**config.mk**
```make
export PLATFORM = sky130hd
export DESIGN_NAME = frame_time_spike_detector_flat
export DESIGN_NICKNAME = d
export VERILOG_FILES = /design/src/rtl/core/ftsd_pkg.sv /design/src/rtl/core/ftsd_if.sv /design/src/rtl/core/ftsd_cell.sv /design/src/rtl/core/ftsd_window.sv /design/src/rtl/core/ftsd_judge.sv /design/src/rtl/core/frame_time_spike_detector.sv /design/src/flat_wrapper.sv
export SDC_FILE = /design/constraint.sdc
export NUM_CORES = 2
export LEC_CHECK = 0
export BUFFER_PORTS_ARGS = -buffer_cell sky130_fd_sc_hd__buf_2
export CAP_MARGIN = 5
export CORE_MARGIN = 1
export CORE_UTILIZATION = 58
export CTS_BUF_LIST = sky130_fd_sc_hd__clkbuf_2
export DETAILED_ROUTE_END_ITERATION = 12
export PLACE_DENSITY = 0.83
export REMOVE_ABC_BUFFERS = 1
export SYNTH_ARGS = -nofsm -noshare
export SYNTH_HDL_FRONTEND = slang
export SYNTH_SLANG_ARGS = --single-unit
```
**constraint.sdc**
```tcl
create_clock -name clock -period 51.3 [get_ports clock]
set_input_delay 5.13 -clock clock [delete_from_list [all_inputs] [get_ports clock]]
set_output_delay 5.13 -clock clock [all_outputs]
set_load 0.01 [all_outputs]
```
**src/rtl/core/ftsd_pkg.sv**
```systemverilog
// ----------------------------------------------------------------------------
// Frame time spike detector package
// Widths, constants, register indexes and shared types of the detector.
// ----------------------------------------------------------------------------
package ftsd_pkg;

   localparam int DATA_W         = 20;
   localparam int MULT_W         = 12;
   localparam int HOLD_W         = 20;
   localparam int CSR_DATA_W     = 20;
   localparam int CSR_IDX_W      = 1;
   localparam int FRAC_W         = 8;
   localparam int WINDOW_DEFAULT = 64;
   localparam int MIN_SAMPLES    = 5;

   localparam logic [DATA_W-1:0] MAX_INTERVAL_US = DATA_W'(1000000);
   localparam logic [MULT_W-1:0] MULT_RESET      = MULT_W'(640);
   localparam logic [HOLD_W-1:0] HOLD_RESET      = HOLD_W'(75000);

   typedef enum logic [CSR_IDX_W-1:0] {
      CSR_SPIKE_MULT = 1'b0,
      CSR_HOLD_DUR   = 1'b1
   } csr_index_type;

   // control bits of one request moving down the pipeline
   typedef struct packed {
      logic valid;
      logic ok;
   } stage_ctl_type;

endpackage

```
**src/rtl/core/ftsd_if.sv**
```systemverilog
// ----------------------------------------------------------------------------
// Frame time spike detector channels
// Request channel (one interval sample) and response channel (flags).
// ----------------------------------------------------------------------------
interface ftsd_req_if;
   logic                        valid;
   logic                        ready;
   logic [ftsd_pkg::DATA_W-1:0] interval_us;

   modport source (output valid, output interval_us, input ready);
   modport sink   (input valid, input interval_us, output ready);
endinterface

interface ftsd_rsp_if;
   logic valid;
   logic ready;
   logic sample_accepted;
   logic spike_active;
   logic spike_started;

   modport source (output valid, output sample_accepted, output spike_active,
                   output spike_started, input ready);
   modport sink   (input valid, input sample_accepted, input spike_active,
                   input spike_started, output ready);
endinterface

```
**src/rtl/core/ftsd_cell.sv**
```systemverilog
// ----------------------------------------------------------------------------
// Window cell
// Holds one window sample and hands it to the next cell on every shift.
// ----------------------------------------------------------------------------
module ftsd_cell (
   input  logic                        clock,
   input  logic                        shift,
   input  logic [ftsd_pkg::DATA_W-1:0] sample_d,
   output logic [ftsd_pkg::DATA_W-1:0] sample_q
);

   logic [ftsd_pkg::DATA_W-1:0] sample_ff;

   always_ff @(posedge clock) begin
      if (shift) begin
         sample_ff <= sample_d;
      end
   end

   assign sample_q = sample_ff;

endmodule

```
**src/rtl/core/ftsd_window.sv**
```systemverilog
// ----------------------------------------------------------------------------
// Sliding window
// Row of sample cells with running count and sum; first pipeline stage.
// ----------------------------------------------------------------------------
module ftsd_window #(
   parameter int WINDOW = ftsd_pkg::WINDOW_DEFAULT
) (
   input  logic                        clock,
   input  logic                        reset,
   input  logic                        load,
   input  logic                        adv,
   input  logic [ftsd_pkg::DATA_W-1:0] sample,
   output ftsd_pkg::stage_ctl_type     ctl_q,
   output logic [ftsd_pkg::DATA_W-1:0] sample_q,
   output logic [$clog2(WINDOW+1)-1:0] count_q,
   output logic [ftsd_pkg::DATA_W+$clog2(WINDOW+1)-1:0] sum_q
);

   localparam int CNT_W = $clog2(WINDOW + 1);
   localparam int SUM_W = ftsd_pkg::DATA_W + CNT_W;

   logic [ftsd_pkg::DATA_W-1:0] chain [WINDOW+1];
   logic                        ok;
   logic                        shift;
   logic                        full;
   ftsd_pkg::stage_ctl_type     ctl_ff, ctl_in;
   logic [ftsd_pkg::DATA_W-1:0] sample_ff;
   logic [CNT_W-1:0]            count_ff, count_in;
   logic [SUM_W-1:0]            sum_ff, sum_in;

   assign ok    = (sample != '0) && (sample <= ftsd_pkg::MAX_INTERVAL_US);
   assign shift = load && ok;
   assign full  = (count_ff == CNT_W'(WINDOW));

   assign chain[0] = sample;

   for (genvar i = 0; i < WINDOW; i++) begin : g_cell
      ftsd_cell u_cell (
         .clock    (clock),
         .shift    (shift),
         .sample_d (chain[i]),
         .sample_q (chain[i+1])
      );
   end

   always_comb begin
      count_in = count_ff;
      sum_in   = sum_ff + SUM_W'(sample);
      if (full) begin
         sum_in = sum_in - SUM_W'(chain[WINDOW]);
      end else begin
         count_in = count_ff + CNT_W'(1);
      end
      ctl_in       = ctl_ff;
      if (adv) begin
         ctl_in.valid = load;
         ctl_in.ok    = ok;
      end
   end

   always_ff @(posedge clock) begin
      if (reset) begin
         ctl_ff   <= '0;
         count_ff <= '0;
         sum_ff   <= '0;
      end else begin
         ctl_ff <= ctl_in;
         if (shift) begin
            count_ff <= count_in;
            sum_ff   <= sum_in;
         end
      end
   end

   always_ff @(posedge clock) begin
      if (load) begin
         sample_ff <= sample;
      end
   end

   assign ctl_q    = ctl_ff;
   assign sample_q = sample_ff;
   assign count_q  = count_ff;
   assign sum_q    = sum_ff;

endmodule

```
**src/rtl/core/ftsd_judge.sv**
```systemverilog
// ----------------------------------------------------------------------------
// Spike judge
// Products stage, then threshold compare, hold timer and response register.
// ----------------------------------------------------------------------------
module ftsd_judge #(
   parameter int WINDOW = ftsd_pkg::WINDOW_DEFAULT
) (
   input  logic                        clock,
   input  logic                        reset,
   input  logic                        adv2,
   input  logic                        adv3,
   input  ftsd_pkg::stage_ctl_type     ctl1,
   input  logic [ftsd_pkg::DATA_W-1:0] sample1,
   input  logic [$clog2(WINDOW+1)-1:0] count1,
   input  logic [ftsd_pkg::DATA_W+$clog2(WINDOW+1)-1:0] sum1,
   input  logic [ftsd_pkg::MULT_W-1:0] mult,
   input  logic [ftsd_pkg::HOLD_W-1:0] hold,
   output logic                        valid2,
   output logic                        rsp_valid,
   output logic                        rsp_accepted,
   output logic                        rsp_active,
   output logic                        rsp_started
);

   localparam int CNT_W  = $clog2(WINDOW + 1);
   localparam int SUM_W  = ftsd_pkg::DATA_W + CNT_W;
   localparam int PROD_W = ftsd_pkg::DATA_W + CNT_W;
   localparam int CMP_W  = SUM_W + ftsd_pkg::MULT_W;

   ftsd_pkg::stage_ctl_type     ctl2_ff, ctl2_in;
   logic [ftsd_pkg::DATA_W-1:0] sample2_ff;
   logic [PROD_W-1:0]           lhs2_ff;
   logic [CMP_W-1:0]            rhs2_ff;
   logic                        enough2_ff;
   logic [CMP_W-1:0]            lhs_full;
   logic                        flag_ff, flag_in;
   logic [ftsd_pkg::HOLD_W-1:0] timer_ff, timer_in;
   logic                        v3_ff, v3_in;
   logic                        acc3_ff, act3_ff, start3_ff;
   logic                        start_in;

   // stage 2: register both sides of the cross-multiplied compare
   always_comb begin
      ctl2_in = ctl2_ff;
      if (adv2) begin
         ctl2_in = ctl1;
      end
   end

   always_ff @(posedge clock) begin
      if (reset) begin
         ctl2_ff <= '0;
      end else begin
         ctl2_ff <= ctl2_in;
      end
   end

   always_ff @(posedge clock) begin
      if (adv2 && ctl1.valid) begin
         sample2_ff <= sample1;
         lhs2_ff    <= PROD_W'(sample1 * count1);
         rhs2_ff    <= CMP_W'(sum1 * mult);
         enough2_ff <= (count1 >= CNT_W'(ftsd_pkg::MIN_SAMPLES));
      end
   end

   // stage 3: decide, run the hold timer, fill the response register
   assign lhs_full = CMP_W'({lhs2_ff, {ftsd_pkg::FRAC_W{1'b0}}});

   always_comb begin
      flag_in  = flag_ff;
      timer_in = timer_ff;
      start_in = 1'b0;
      if (ctl2_ff.ok) begin
         if (flag_ff) begin
            if (timer_ff <= sample2_ff) begin
               flag_in  = 1'b0;
               timer_in = '0;
            end else begin
               timer_in = timer_ff - sample2_ff;
            end
         end else if (enough2_ff && (lhs_full > rhs2_ff)) begin
            flag_in  = 1'b1;
            timer_in = hold;
            start_in = 1'b1;
         end
      end
      v3_in = v3_ff;
      if (adv3) begin
         v3_in = ctl2_ff.valid;
      end
   end

   always_ff @(posedge clock) begin
      if (reset) begin
         v3_ff    <= 1'b0;
         flag_ff  <= 1'b0;
         timer_ff <= '0;
      end else begin
         v3_ff <= v3_in;
         if (adv3 && ctl2_ff.valid) begin
            flag_ff  <= flag_in;
            timer_ff <= timer_in;
         end
      end
   end

   always_ff @(posedge clock) begin
      if (adv3 && ctl2_ff.valid) begin
         acc3_ff   <= ctl2_ff.ok;
         act3_ff   <= flag_in;
         start3_ff <= start_in;
      end
   end

   assign valid2       = ctl2_ff.valid;
   assign rsp_valid    = v3_ff;
   assign rsp_accepted = acc3_ff;
   assign rsp_active   = act3_ff;
   assign rsp_started  = start3_ff;

   a_start_active: assert property (@(posedge clock) disable iff (reset)
      (v3_ff && start3_ff) |-> (act3_ff && acc3_ff))
      else $error("spike start without active flag or accepted sample");

   a_idle_timer: assert property (@(posedge clock) disable iff (reset)
      !flag_ff |-> (timer_ff == '0))
      else $error("hold timer nonzero while no spike");

   a_reject_keeps_flag: assert property (@(posedge clock) disable iff (reset)
      (adv3 && ctl2_ff.valid && !ctl2_ff.ok) |=> ($stable(flag_ff) && $stable(timer_ff)))
      else $error("rejected sample changed spike state");

   a_reject_quiet: assert property (@(posedge clock) disable iff (reset)
      (adv3 && ctl2_ff.valid && !ctl2_ff.ok) |=> (!acc3_ff && !start3_ff))
      else $error("rejected sample reported as processed");

endmodule

```
**src/rtl/core/frame_time_spike_detector.sv**
```systemverilog
// ----------------------------------------------------------------------------
// Frame time spike detector
// Flags frame interval samples that jump above the window average.
// ----------------------------------------------------------------------------
// Usage:
//   req carries one interval sample in microseconds per request; rsp returns
//   one response per request, in order: sample_accepted, spike_active and
//   spike_started. Samples of zero or above one second are reported with
//   sample_accepted low and leave the window and the spike state alone.
//   csr_* writes the threshold multiplier (Q4.8) and the hold length; write
//   them only while no request is in flight.
// Timing:
//   An accepted request passes the window stage, the product stage and the
//   response register, in that order, and its response is then valid.
//   One request per cycle is taken while the pipeline flows; the rate is set
//   by the window row, which shifts all cells and updates the running sum
//   together for each accepted sample.
// Reset and stall:
//   Reset empties the window, clears the spike flag and hold timer and
//   restores the register defaults. While rsp is stalled, the response
//   register holds; req.ready stays high until every stage is occupied.
// ----------------------------------------------------------------------------
module frame_time_spike_detector #(
   parameter int WINDOW = ftsd_pkg::WINDOW_DEFAULT
) (
   input  logic                            clock,
   input  logic                            reset,
   ftsd_req_if.sink                        req,
   ftsd_rsp_if.source                      rsp,
   input  logic                            csr_we,
   input  logic [ftsd_pkg::CSR_IDX_W-1:0]  csr_index,
   input  logic [ftsd_pkg::CSR_DATA_W-1:0] csr_wdata
);

   localparam int CNT_W = $clog2(WINDOW + 1);
   localparam int SUM_W = ftsd_pkg::DATA_W + CNT_W;

   logic [ftsd_pkg::MULT_W-1:0] mult_ff, mult_in;
   logic [ftsd_pkg::HOLD_W-1:0] hold_ff, hold_in;

   ftsd_pkg::stage_ctl_type     ctl1;
   logic [ftsd_pkg::DATA_W-1:0] sample1;
   logic [CNT_W-1:0]            count1;
   logic [SUM_W-1:0]            sum1;
   logic                        valid2;
   logic                        adv1, adv2, adv3;
   logic                        req_take;

   // Stall chain: a stage moves when it is empty or the stage behind moves.
   assign adv3      = !rsp.valid || rsp.ready;
   assign adv2      = !valid2 || adv3;
   assign adv1      = !ctl1.valid || adv2;
   assign req.ready = adv1;
   assign req_take  = req.valid && adv1;

   // Register file decode
   always_comb begin
      mult_in = mult_ff;
      hold_in = hold_ff;
      if (csr_we) begin
         unique case (ftsd_pkg::csr_index_type'(csr_index))
            ftsd_pkg::CSR_SPIKE_MULT: mult_in = csr_wdata[ftsd_pkg::MULT_W-1:0];
            ftsd_pkg::CSR_HOLD_DUR:   hold_in = csr_wdata[ftsd_pkg::HOLD_W-1:0];
         endcase
      end
   end

   always_ff @(posedge clock) begin
      if (reset) begin
         mult_ff <= ftsd_pkg::MULT_RESET;
         hold_ff <= ftsd_pkg::HOLD_RESET;
      end else begin
         mult_ff <= mult_in;
         hold_ff <= hold_in;
      end
   end

   // Stage 1: shift the sample into the cell row, update count and sum
   ftsd_window #(
      .WINDOW (WINDOW)
   ) u_window (
      .clock    (clock),
      .reset    (reset),
      .load     (req_take),
      .adv      (adv1),
      .sample   (req.interval_us),
      .ctl_q    (ctl1),
      .sample_q (sample1),
      .count_q  (count1),
      .sum_q    (sum1)
   );

   // Stages 2 and 3: products, threshold, hold timer, response register
   ftsd_judge #(
      .WINDOW (WINDOW)
   ) u_judge (
      .clock        (clock),
      .reset        (reset),
      .adv2         (adv2),
      .adv3         (adv3),
      .ctl1         (ctl1),
      .sample1      (sample1),
      .count1       (count1),
      .sum1         (sum1),
      .mult         (mult_ff),
      .hold         (hold_ff),
      .valid2       (valid2),
      .rsp_valid    (rsp.valid),
      .rsp_accepted (rsp.sample_accepted),
      .rsp_active   (rsp.spike_active),
      .rsp_started  (rsp.spike_started)
   );

endmodule
```
**src/flat_wrapper.sv**
```systemverilog
// flat-port wrapper written by rule: the top's interface ports become plain ports
module frame_time_spike_detector_flat 
#(
   parameter int WINDOW = ftsd_pkg::WINDOW_DEFAULT
)
  (clock, reset, csr_we, csr_index, csr_wdata, req_valid, req_interval_us, req_ready, rsp_valid, rsp_sample_accepted, rsp_spike_active, rsp_spike_started, rsp_ready);
  ftsd_req_if req_i ();
  ftsd_rsp_if rsp_i ();
  input  logic clock;
  input  logic reset;
  input  logic csr_we;
  input  logic [ftsd_pkg::CSR_IDX_W-1:0] csr_index;
  input  logic [ftsd_pkg::CSR_DATA_W-1:0] csr_wdata;
  input wire logic [$bits(req_i.valid)-1:0] req_valid;
  input wire logic [$bits(req_i.interval_us)-1:0] req_interval_us;
  output wire logic [$bits(req_i.ready)-1:0] req_ready;
  output wire logic [$bits(rsp_i.valid)-1:0] rsp_valid;
  output wire logic [$bits(rsp_i.sample_accepted)-1:0] rsp_sample_accepted;
  output wire logic [$bits(rsp_i.spike_active)-1:0] rsp_spike_active;
  output wire logic [$bits(rsp_i.spike_started)-1:0] rsp_spike_started;
  input wire logic [$bits(rsp_i.ready)-1:0] rsp_ready;
  assign req_i.valid = req_valid;
  assign req_i.interval_us = req_interval_us;
  assign req_ready = req_i.ready;
  assign rsp_valid = rsp_i.valid;
  assign rsp_sample_accepted = rsp_i.sample_accepted;
  assign rsp_spike_active = rsp_i.spike_active;
  assign rsp_spike_started = rsp_i.spike_started;
  assign rsp_i.ready = rsp_ready;
  frame_time_spike_detector #(.WINDOW(WINDOW)) u_core (.clock(clock), .reset(reset), .req(req_i), .rsp(rsp_i), .csr_we(csr_we), .csr_index(csr_index), .csr_wdata(csr_wdata));
endmodule
```
# Word-level counts from Yosys, hierarchy flattened
# Index checks and enable logic that the tools add are counted.
# word_totals
latchBits,0
register_bits,1482
n_memories,0
out_inout_bits,5
mem_bits_rw,0
mem_bits_ro,0
elab_cells,124
# op_classes
n_div,0
reduce_logical,19
multipliers,2
add_sub_neg,4
bitwise,3
order_cmp,4
shift,0
eq_ne,1
mux,8
# op_table
cell,n
$mux W20,3
$gt A35 B39 Y1,1
$mul A27 B12 Y39,1
$add A27 B20 Y27,1
$mul A20 B7 Y27,1
$mux W27,1
$sub A27 B20 Y27,1
$le A20 B20 Y1,1
$le A20 B20 Y1 const B,1
$reduce_bool A20 Y1,1
$sub A20 B20 Y20,1
$add A7 B1 Y7 const B,1
$eq A7 B7 Y1 const B,1
$ge A7 B3 Y1 const B,1
$logic_and A1 B1 Y1,6
$reduce_and A2 Y1,3
$mux W1,4
$logic_not A1 Y1,3
$logic_or A1 B1 Y1,3
$not A1 Y1,3
$reduce_and A3 Y1,1
$reduce_bool A2 Y1,1
$reduce_or A2 Y1,1

# Depth between registers and ports, before layout
# depth
word_depth,7
ltp_mapped,24
ltp_nobuf,22

# Cells and area by module
# Synthesis repeated with hierarchy kept, for this count alone.
# unflattened
cells_unflattened,4095
hier_area_um2,63897.5
# modules_own_cells
mod,n_inst,area_each_um2,cells_per_inst,seq_area_each_um2
ftsd_cell,64,600.6,20,600.6
ftsd_judge,1,19412.4,2125,3183.1
ftsd_window,1,4623.2,554,1321.3
frame_time_spike_detector,1,1425.1,136,640.6

# Worst setup path before layout
# OpenSTA, ideal clock, no wires.
# synth_path
path_kind,in2reg
start,input req_interval_us[0]
end,"register u_core.u_window.sum_ff[10], in the netlist u_core.u_window.sum_q[10]"
t_required_ps,49519
path_slack_ps,7217
path_stages,10
arrival_ps,42303
setup_time_ps,1781
n_path_buf,2
path_cell_list,or4_1 o21ai_0 a21boi_0 o21ai_0 a21oi_1 or2_2 clkbuf_1 clkinv_1 clkbuf_1 a311oi_1
# synth_via
elab_chain_cells,3
# synth_rtl
item,line,text
from (decl),flat_wrapper.sv:15,input wire logic [$bits(req_i.interval_us)-1:0] req_interval_us;
$le A20 B20 Y1 or $reduce_bool A20 Y1 (tied branches),ftsd_window.sv:31,assign ok = (sample != '0) && (sample <= ftsd_pkg::MAX_INTERVAL_US);
$logic_and A1 B1 Y1 (*),ftsd_window.sv:31,
$logic_and A1 B1 Y1 (*),ftsd_window.sv:32,assign shift = load && ok;
named net u_core.u_window.g_cell[0].u_cell.shift,ftsd_cell.sv:7,"input logic shift,"
to (signal assigned),ftsd_window.sv:70,sum_ff <= sum_in;
to (decl),ftsd_window.sv:29,"logic [SUM_W-1:0] sum_ff, sum_in;"
# The timed path passes the listed nets; every way through them passes the cells marked *.
# A chain may end at the register's enable or synchronous reset.

# Final worst setup path
# layout_path
start,input rsp_ready
end,output req_ready
# layout_via
elab_chain_cells,3
# layout_rtl
item,line,text
from (decl),flat_wrapper.sv:21,input wire logic [$bits(rsp_i.ready)-1:0] rsp_ready;
$logic_or A1 B1 Y1,frame_time_spike_detector.sv:50,assign adv3 = !rsp.valid || rsp.ready;
$logic_or A1 B1 Y1,frame_time_spike_detector.sv:51,assign adv2 = !valid2 || adv3;
$logic_or A1 B1 Y1,frame_time_spike_detector.sv:52,assign adv1 = !ctl1.valid || adv2;
to (decl),flat_wrapper.sv:16,output wire logic [$bits(req_i.ready)-1:0] req_ready;
# Every way passes these cells.

==> results.sh <==
export IMPL_synth_distinct_cells=71
export IMPL_drtAntennaViolNets=0
export IMPL_hold_viol=0
export IMPL_final_core_util=0.633
export IMPL_synth_edf_count=1390
export IMPL_dpl_cell_count=5431
export IMPL_clk_latency_ps=1530
export IMPL_rows=120
export IMPL_ys_ff_latch=1482
export IMPL_rsz0062_at_grt="false"
export IMPL_die_h_um=333
export IMPL_root_buffer="clkbuf_2"
export IMPL_start_util=0.589
export IMPL_wl_um=108000
export IMPL_drc=0
export IMPL_wl_per_cell_um=17.9
export IMPL_crit_path_start_kind="primary input"
export IMPL_critPathCaptureType="output port"
export IMPL_reg2reg_depth=20
export IMPL_path_buf_inv=2
export IMPL_whs_ps=337
export IMPL_cp_common_cell="buf_2"
export IMPL_min_period_ps=11700
export IMPL_syn_area_sq_mm=0.0634
export IMPL_grt_pass1_vias=32700
export IMPL_cts_hold_buf=0
export IMPL_critPathTopFamily="simple AND/OR/NAND/NOR gates"
export IMPL_slew_headroom=0.143
export IMPL_period_share=0.228
export IMPL_antenna_found_initial=8
export IMPL_clock_sinks=1482
export IMPL_htree_levels=5
export IMPL_dr_pass1_iters=6
export IMPL_dp_hpwl_um=68800
export IMPL_finalSetupTns_ps=0
export IMPL_gp_congestion=0.870
export IMPL_worstPathMaxFanout=8
export IMPL_synthCells=4075
export IMPL_final_cells=6031
export IMPL_grt_first_pass_wirelength_um=173000
export IMPL_powerDensity_mw_per_mm2=35.3
export IMPL_cts_resized=0
export IMPL_num_vias=32400
export IMPL_layout_commonest_cell="edfxtp_1"
export IMPL_final_cell_mix="1390 x edfxtp_1, 504 x clkbuf_2, 483 x nand2_1"
export IMPL_cp_depth=4
export IMPL_cp_arrival_ps=6570
export IMPL_nets=4978
export IMPL_drive_gt1_frac=0.139
export IMPL_cts_made_buffers=348
export IMPL_core_area_sq_mm=0.108
export IMPL_yosysWarnings=0
export IMPL_synth_flop_cell="edfxtp_1"
export IMPL_die_w_um=333
export IMPL_tritoncts="done"
export IMPL_viasPerCell=5.38
export IMPL_grt_max_degree=212
export IMPL_portBuffers=50
export IMPL_drv_cap=0
export IMPL_regArea_sq_mm=0.0436
export IMPL_criticalPathCategory="in2out"
export IMPL_hp_class="reg2reg"
export IMPL_first_iter_violations=2673
export IMPL_tightest_slew_ps=1280
export IMPL_path_clk_slew_ps=100
export IMPL_path_cells="buf_2 > nor2b_1 > nand3_1 > buf_2"
export IMPL_track_usage=0.200
export IMPL_setup_violations_final=0
export IMPL_totalPowerFinal_mw=2.41
export IMPL_synthToLayoutAreaGrowth_pct=7.55
export IMPL_num_io_pins=51
export IMPL_dieArea_sq_mm=0.111
export IMPL_required_ps=46170
export IMPL_post_cts_buffers=0
export IMPL_power_leakage_nw=27.0
export IMPL_cts_buffer_depth=4
export IMPL_slew_violations=0
export IMPL_status="finished, final reports clean"
export IMPL_skew_ps=244
export IMPL_maxClockFrequency_mhz=85.5
export IMPL_multi_input_area_sq_mm=0.0176
export IMPL_syn_area_per_cell_sq_um=15.5
export IMPL_synthArstFlopShare=0
export IMPL_vdd_drop_max_mv=0.0255
export IMPL_min_path_cells=0
export IMPL_fill_cells=7488
export IMPL_synth_seq_area_share=0.688
export IMPL_crit_path_max_incr_delay_ps=700
export IMPL_overflow=0
export IMPL_crit_slowest_cell="nor2b_1"
[power breakdown]
group | internal (mW) | switching [mW] | total, mW | leakage [nW]
Combinational | 0.0934 | 0.152 | 0.245 | 10.4
Clock | 0.272 | 0.431 | 0.703 | 2.31
Sequential | 1.41 | 0.0437 | 1.46 | 14.3
[per-stage QoR]
step | area [sq um] | setup WS (ps)
2_1_floorplan | 62900 | 10080
3_3_place_gp | 65200 | 39700
3_5_place_dp | 65200 | 39620
4_1_cts | 68100 | 39620
5_1_grt | 68100 | 39490
6_report | 68100 | 39600
[state kept, by name, summed over array words and instances, names as in the netlist, 2 cells and up]
signal	cells
u_core.u_window.g_cell.u_cell.sample_q	1280
u_core.u_judge.rhs2_ff	39
u_core.u_window.ctl_q	2
u_core.hold_ff	20
u_core.u_judge.sample2_ff	20
u_core.u_judge.lhs2_ff	27
u_core.u_window.sample_q	20
u_core.mult_ff	12
u_core.u_window.count_q	7
u_core.u_judge.timer_ff	20
u_core.u_window.sum_q	27
[cells by family (layout without fill, tap and decap cells)]
family | Yosys count | in the layout | share of synthesized area
adder cells (fa/ha/maj) | 554 | 554 | 0.150
AND/OR/NAND/NOR | 922 | 922 | 0.0681
multiplexers | 11 | 11 | 0.00186
other | 0 | 8 | 0
AO/OA/AOI/OAI | 416 | 416 | 0.0429
flip-flops | 1482 | 1482 | 0.688
XOR/XNOR | 107 | 107 | 0.0148
buffers and inverters | 583 | 1128 | 0.0347
[metal layers]
| layer | GRT usage | routed length [um] | share of wire |
|---|---|---|---|
| met1 | 0.292 | 49100 | 0.45 |
| met2 | 0.294 | 48400 | 0.45 |
| met4 | 0.0856 | 3200 | 0.030 |
| met3 | 0.0422 | 7290 | 0.067 |
| met5 | 0 | 33 | 0.00031 |
[synth_stat cells (6+ instances only)]
library cell	count	area, sq um
edfxtp_1	1390	41700
nand2_1	483	1810
inv_1	456	1710
fa_1	342	6850
ha_1	212	2650
and2_1	131	820
a21oi_1	127	636
clkbuf_1	115	432
nor2_1	105	394
dfxtp_1	92	1840
xnor2_1	74	648
o21ai_0	66	330
a21o_1	62	465
nand3_1	37	185
xor2_1	33	289
nand2b_1	30	188
a211oi_1	28	210
nor2b_1	21	131
nor3_1	21	105
a311oi_1	19	166
o21bai_1	19	143
o21a_1	17	128
nand3b_1	15	113
nand4_1	15	93.8
and3_1	12	75.1
o211ai_1	11	82.6
buf_1	10	37.5
or2_2	10	62.6
a31oi_1	9	56.3
or3_1	9	56.3
or4_1	9	67.6
nor4_1	7	43.8
a22oi_1	6	45.0
o31ai_1	6	45.0
[path summary, 6_finish.rpt]
| check | end | slack (ps) | start |
|---|---|---|---|
| worst max-delay path | req_ready | 39600 | rsp_ready |
| worst min-delay path | u_core.u_window.g_cell[9].u_cell.sample_q[16] | 340 | u_core.u_window.g_cell[8].u_cell.sample_q[16] |
| worst max register to register | u_core.u_judge.rhs2_ff[38] | 43920 | u_core.mult_ff[8] |
| worst min register to register | u_core.u_window.g_cell[9].u_cell.sample_q[16] | 340 | u_core.u_window.g_cell[8].u_cell.sample_q[16] |
[area by class of cell]
cell class,instances,share of cell area
antenna,8,0.000294
clock buffer,504,0.0370
clock inverter,88,0.00624
inverter,457,0.0253
multi-input combinational,2010,0.258
sequential,1482,0.640
tap,1403,0.0258
timing repair buffer,79,0.00760
Power figures use the tool's default switching activity.
